$ cat src/hw/rtl/aes_ram.sv
// Generic single-port-write, single-read RAM with registered read.
// No dependencies.
`timescale 1ns / 1ps
`default_nettype none
module aes_ram #(
   parameter int WIDTH = 128,
   parameter int DEPTH = 11,
   parameter int AW    = 4
) (
   input  wire logic             clock,
   input  wire logic             wr_en,
   input  wire logic [AW-1:0]    wr_addr,
   input  wire logic [WIDTH-1:0] wr_data,
   input  wire logic [AW-1:0]    rd_addr,
   output logic      [WIDTH-1:0] rd_data
);
   logic [WIDTH-1:0] mem [DEPTH];

   always_ff @(posedge clock) begin
      if (wr_en)
         mem[wr_addr] <= wr_data;
      rd_data <= mem[rd_addr];
   end
endmodule
`default_nettype wire

$ cat config.mk
export PLATFORM = sky130hd
export DESIGN_NAME = aes_ram
export DESIGN_NICKNAME = d
export VERILOG_FILES = /design/src/hw/rtl/aes_ram.sv
export SDC_FILE = /design/constraint.sdc
export NUM_CORES = 1
export LEC_CHECK = 0
export BUFFER_PORTS_ARGS = -buffer_cell sky130_fd_sc_hd__buf_4
export CELL_PAD_IN_SITES_DETAIL_PLACEMENT = 2
export CELL_PAD_IN_SITES_GLOBAL_PLACEMENT = 2
export CORE_MARGIN = 3
export CORE_UTILIZATION = 46
export DETAILED_ROUTE_END_ITERATION = 16
export PLACE_DENSITY = 0.81
export SLEW_MARGIN = 20
export SYNTH_ARGS = -nofsm -noshare
export SYNTH_HDL_FRONTEND = slang
export SYNTH_SLANG_ARGS = --single-unit
$ cat constraint.sdc
create_clock -name clock -period 19.1 [get_ports clock]
set_input_delay 2.865 -clock clock [delete_from_list [all_inputs] [get_ports clock]]
set_output_delay 2.865 -clock clock [all_outputs]
set_load 0.05 [all_outputs]
Word-level counts from Yosys, hierarchy flattened
Memory sizes are Yosys's and may differ from the RTL's. A register that Yosys moved wholly into a read port is not among the register bits.
Cells that the tools add are included.

operators by class
  mux-type cells = 2

operators by type and width
  cell               count
  1-bit two-way mux  2

storage, ports and cells
  bits in registers = 0
  RAM bits = 1,408
  output and inout bits = 128
  word-level logic and storage cells = 3
  memories kept = 1

memories
  name  depth  bits a word  rd ports  clocked after memory_dff  wr ports  line  text
  mem   11     128          1         1                         1         17    logic [WIDTH-1:0] mem [DEPTH];

Longest topological paths before layout
  depth in word-level cells = 2
  mapped depth = 6
  depth with buffers taken out = 3

Worst setup path after synthesis
OpenSTA, ideal clock, no wires.

  path type = in2reg
  from = in wr_addr[3]
  to = mem mem[0][0], enable pin
  library setup time = 0.774 ns
  data arrival time = 12.019 ns
  data required time = 18.326 ns
  slack = 6.307 ns
  cell stages on the path = 2
  buffers on the path = 0
  cells stage by stage = or3b_2 nor3_1

RTL lines
  what         line  text
  from (decl)  12    input wire logic [AW-1:0] wr_addr,
  to (decl)    17

Straight into the memory's write port.

==> summary.txt <==
Clocking
  – H-tree levels: 4
  – CTS max path bufs: 3
  – Reg clk slew, reported paths: approximately 0.06 ns
  – CTS tree: yes
  – CTS Hold Bufs: 0
  – Post-CTS resize count: 0
  – CTS Sinks: 1536
  – Clk root buf: clkbuf_16
  – CTS Buf Count: 160
  – Worst-Skew Late Latency: between 0.7 and 0.8 ns
  – Setup bufs post-CTS: 0

Die
  – # IOs: 266
  – Die Wd: about 360 µm
  – Initial Util: a little under half
  – Die ar.: about 0.13 mm²
  – Core Box Area: roughly 0.12 mm²
  – Rows: 129
  – Die Y: approximately 360 µm

Hold path
  – Hold Crit Class: register to register
  – Hold_sp: mem[10][119]

Global route
  – Initial antenna violation count: 20
  – Vias in the first global route: 34600
  – Grt ovf: 0
  – GRT Util Overall: 27.1%
  – Largest net degree at the start of global routing: roughly 120
  – First-pass GRT wire length: 253 mm

Route
  – Vias per cell: between 5 and 6
  – Pre-antenna DRT Iters: 5
  – Total Routed Length: roughly 170 mm
  – Initial detailed-routing violation count: 2444
  – Vias: 30300
  – Drt wl/cell: around 34 µm
  – Residual DRC: 0
  – Routed Antenna Nets: 0

Yosys
  – Ys Warns: 0
  – Post-Syn Nets: 3159
  – Synthesized area: approximately 0.057 mm²
  – Seq/Total Area, Yosys: between 70% and 80%
  – Synth unique cells: 20
  – Synthesized area per cell: approximately 19 µm²
  – Mapped Cells: 3021
  – Synth Register Bits: ~1500

Final layout
  – Fin cells: just over 5000
  – Post-route design area: 0.0662 mm²
  – Multi-input gate area: ~0.012 mm²
  – Sequential Area: between 0.04 and 0.05 mm²
  – Fillers: approximately 11000
  – Share of cells above drive strength 1: approximately 27%
  – Area Overhead vs Synth: 15.3%
  – Nets: between 3000 and 4000

Worst setup path
  – CP Capture Type: register
  – CP required: roughly 20 ns
  – Critical Path AT: roughly 6.5 ns
  – RR Startpoint: mem[3][109]
  – Slowest cell on the critical path: buf_4
  – Worst path bufs/invs: 3
  – Setup Crit Path Kind: primary input to register
  – Setup crit start kind: primary input
  – CP max FO: 97
  – Worst path max stage delay: about 0.96 ns
  – Crit-path cells: buf_8 -> buf_4 -> buf_4 -> mux2i_1 -> a22o_1 -> o31ai_1
  – CP top delay family: buffers and inverters
  – CP Launch Point: rd_addr[0]
  – Worst path most repeated cell: buf_4

Place
  – GPL Wtd Cong: just over 0.7
  – Place WS: roughly 12 ns
  – PortBufs: 265
  – DP Wirelength: a little over 90 mm
  – Inst Count DP: 4789
  – Post-placement cell area: between 0.06 and 0.07 mm²

Timing
  – Clock skew: ~0.031 ns
  – RSZ-0062 raised after global routing: false
  – Fin crit period: between 5 and 6 ns
  – Fin. max-slew vios: 0
  – Worst hold margin: between 0.5 and 0.6 ns
  – Crit share post-route: 30.9%
  – Setup-failing EPs final: 0
  – Setup TNS Final: 0 ns
  – Slew at the pin closest to its max-slew limit: between 1 and 1.5 ns
  – Hold Fails Final Rpt: 0
  – Max_slew headroom: 24.4%
  – Fmax: between 0.15 and 0.2 GHz
  – Final WS setup: 13.20 ns

Power
  – Cell Pwr Density: approximately 110 mW/mm²
  – Leak: 22.3 nW
  – Maximum vdd drop: approximately 0.12 mV

Job
  – Max Cap Viol: 0

Outcome
  – Outcome: finished, final reports clean
-- kinds of logic after synthesis --
group,Yosys count,share of synthesized area [%]
buffers and inverters,184,1.71
AOI/OAI and AO/OA,512,6.69
muxes,640,12.0
DFF,1536,78.0
and+or+nand+nor,149,1.58
-- layout make-up --
class                           count  area share [%]
Antenna cell                       18          0.0680
Clock buffer                      234            6.86
Clock inverter                     58           0.763
Multi-Input combinational cell   1301            17.7
Sequential cell                  1536            67.7
Tap cell                         1637            3.09
Timing Repair Buffer              316            3.80
-- cells in the mapped netlist --
library cell,count,area (µm²)
o211ai_1,128,961
buf_2,28,140
nor2b_1,1,6.26
mux2_2,384,4320
buf_4,42,315
buf_6,13,146
dfxtp_1,128,2560
nor2_1,9,33.8
a22o_1,128,1120
buf_1,8,30.0
edfxtp_1,1408,42300
nand2b_1,131,820
nand2_1,2,7.51
or3b_2,1,8.76
nor3_1,3,15.0
clkbuf_1,93,349
o22ai_1,128,801
nand3b_1,2,15.0
mux2i_1,256,2560
o31ai_1,128,961
-- registers in the layout (all words and copies together), names as in the netlist --
name and count:
mem 1408, rd_data 128
-- power breakdown --
| part | switching [mW] | internal [mW] |
|---|---|---|
| clock | 1.33 | 1.76 |
| sequential | 0.0407 | 3.76 |
| combinational | 0.340 | 0.159 |
-- layer usage --
metal  share of wire, %  track usage [%]  vias up
li1                   -                -    12800
met1                 40             32.8    16400
met2                 53             48.2      873
met3                4.8             4.84      239
met4                2.6             10.3        6
met5              0.023                0        -
-- per-stage QoR --
step                util, %  power, mW
floorplan                 -       4.15
global placement       49.4       4.32
detailed placement     49.4       4.36
CTS                    53.5       7.43
global route           53.5       7.59
finish                 53.5       7.38
-- worst register-to-register path, cell delays in order, from the launching register on --
cell      delay [ns]
edfxtp_1        0.36
mux2i_1         0.12
a22o_1          0.31
o31ai_1         0.47
-- final timing paths --
path	endpoint	slack [ns]	cells after the start
worst max-delay path	rd_data[5]	13.20	6
worst min register to register	rd_data[119]	0.59	3
worst min-delay path	rd_data[119]	0.59	3
worst max register to register	rd_data[109]	17.67	3
-- cell usage in the layout (no fill, tap or decap), drive strengths merged, types with 131 or more instances in the layout --
master  Yosys  routed
mux2      384     384
clkbuf     93     234
nand2b    131     131
edfxtp   1408    1408
mux2i     256     256
buf        91     316
(Power assumes the default switching activity.)
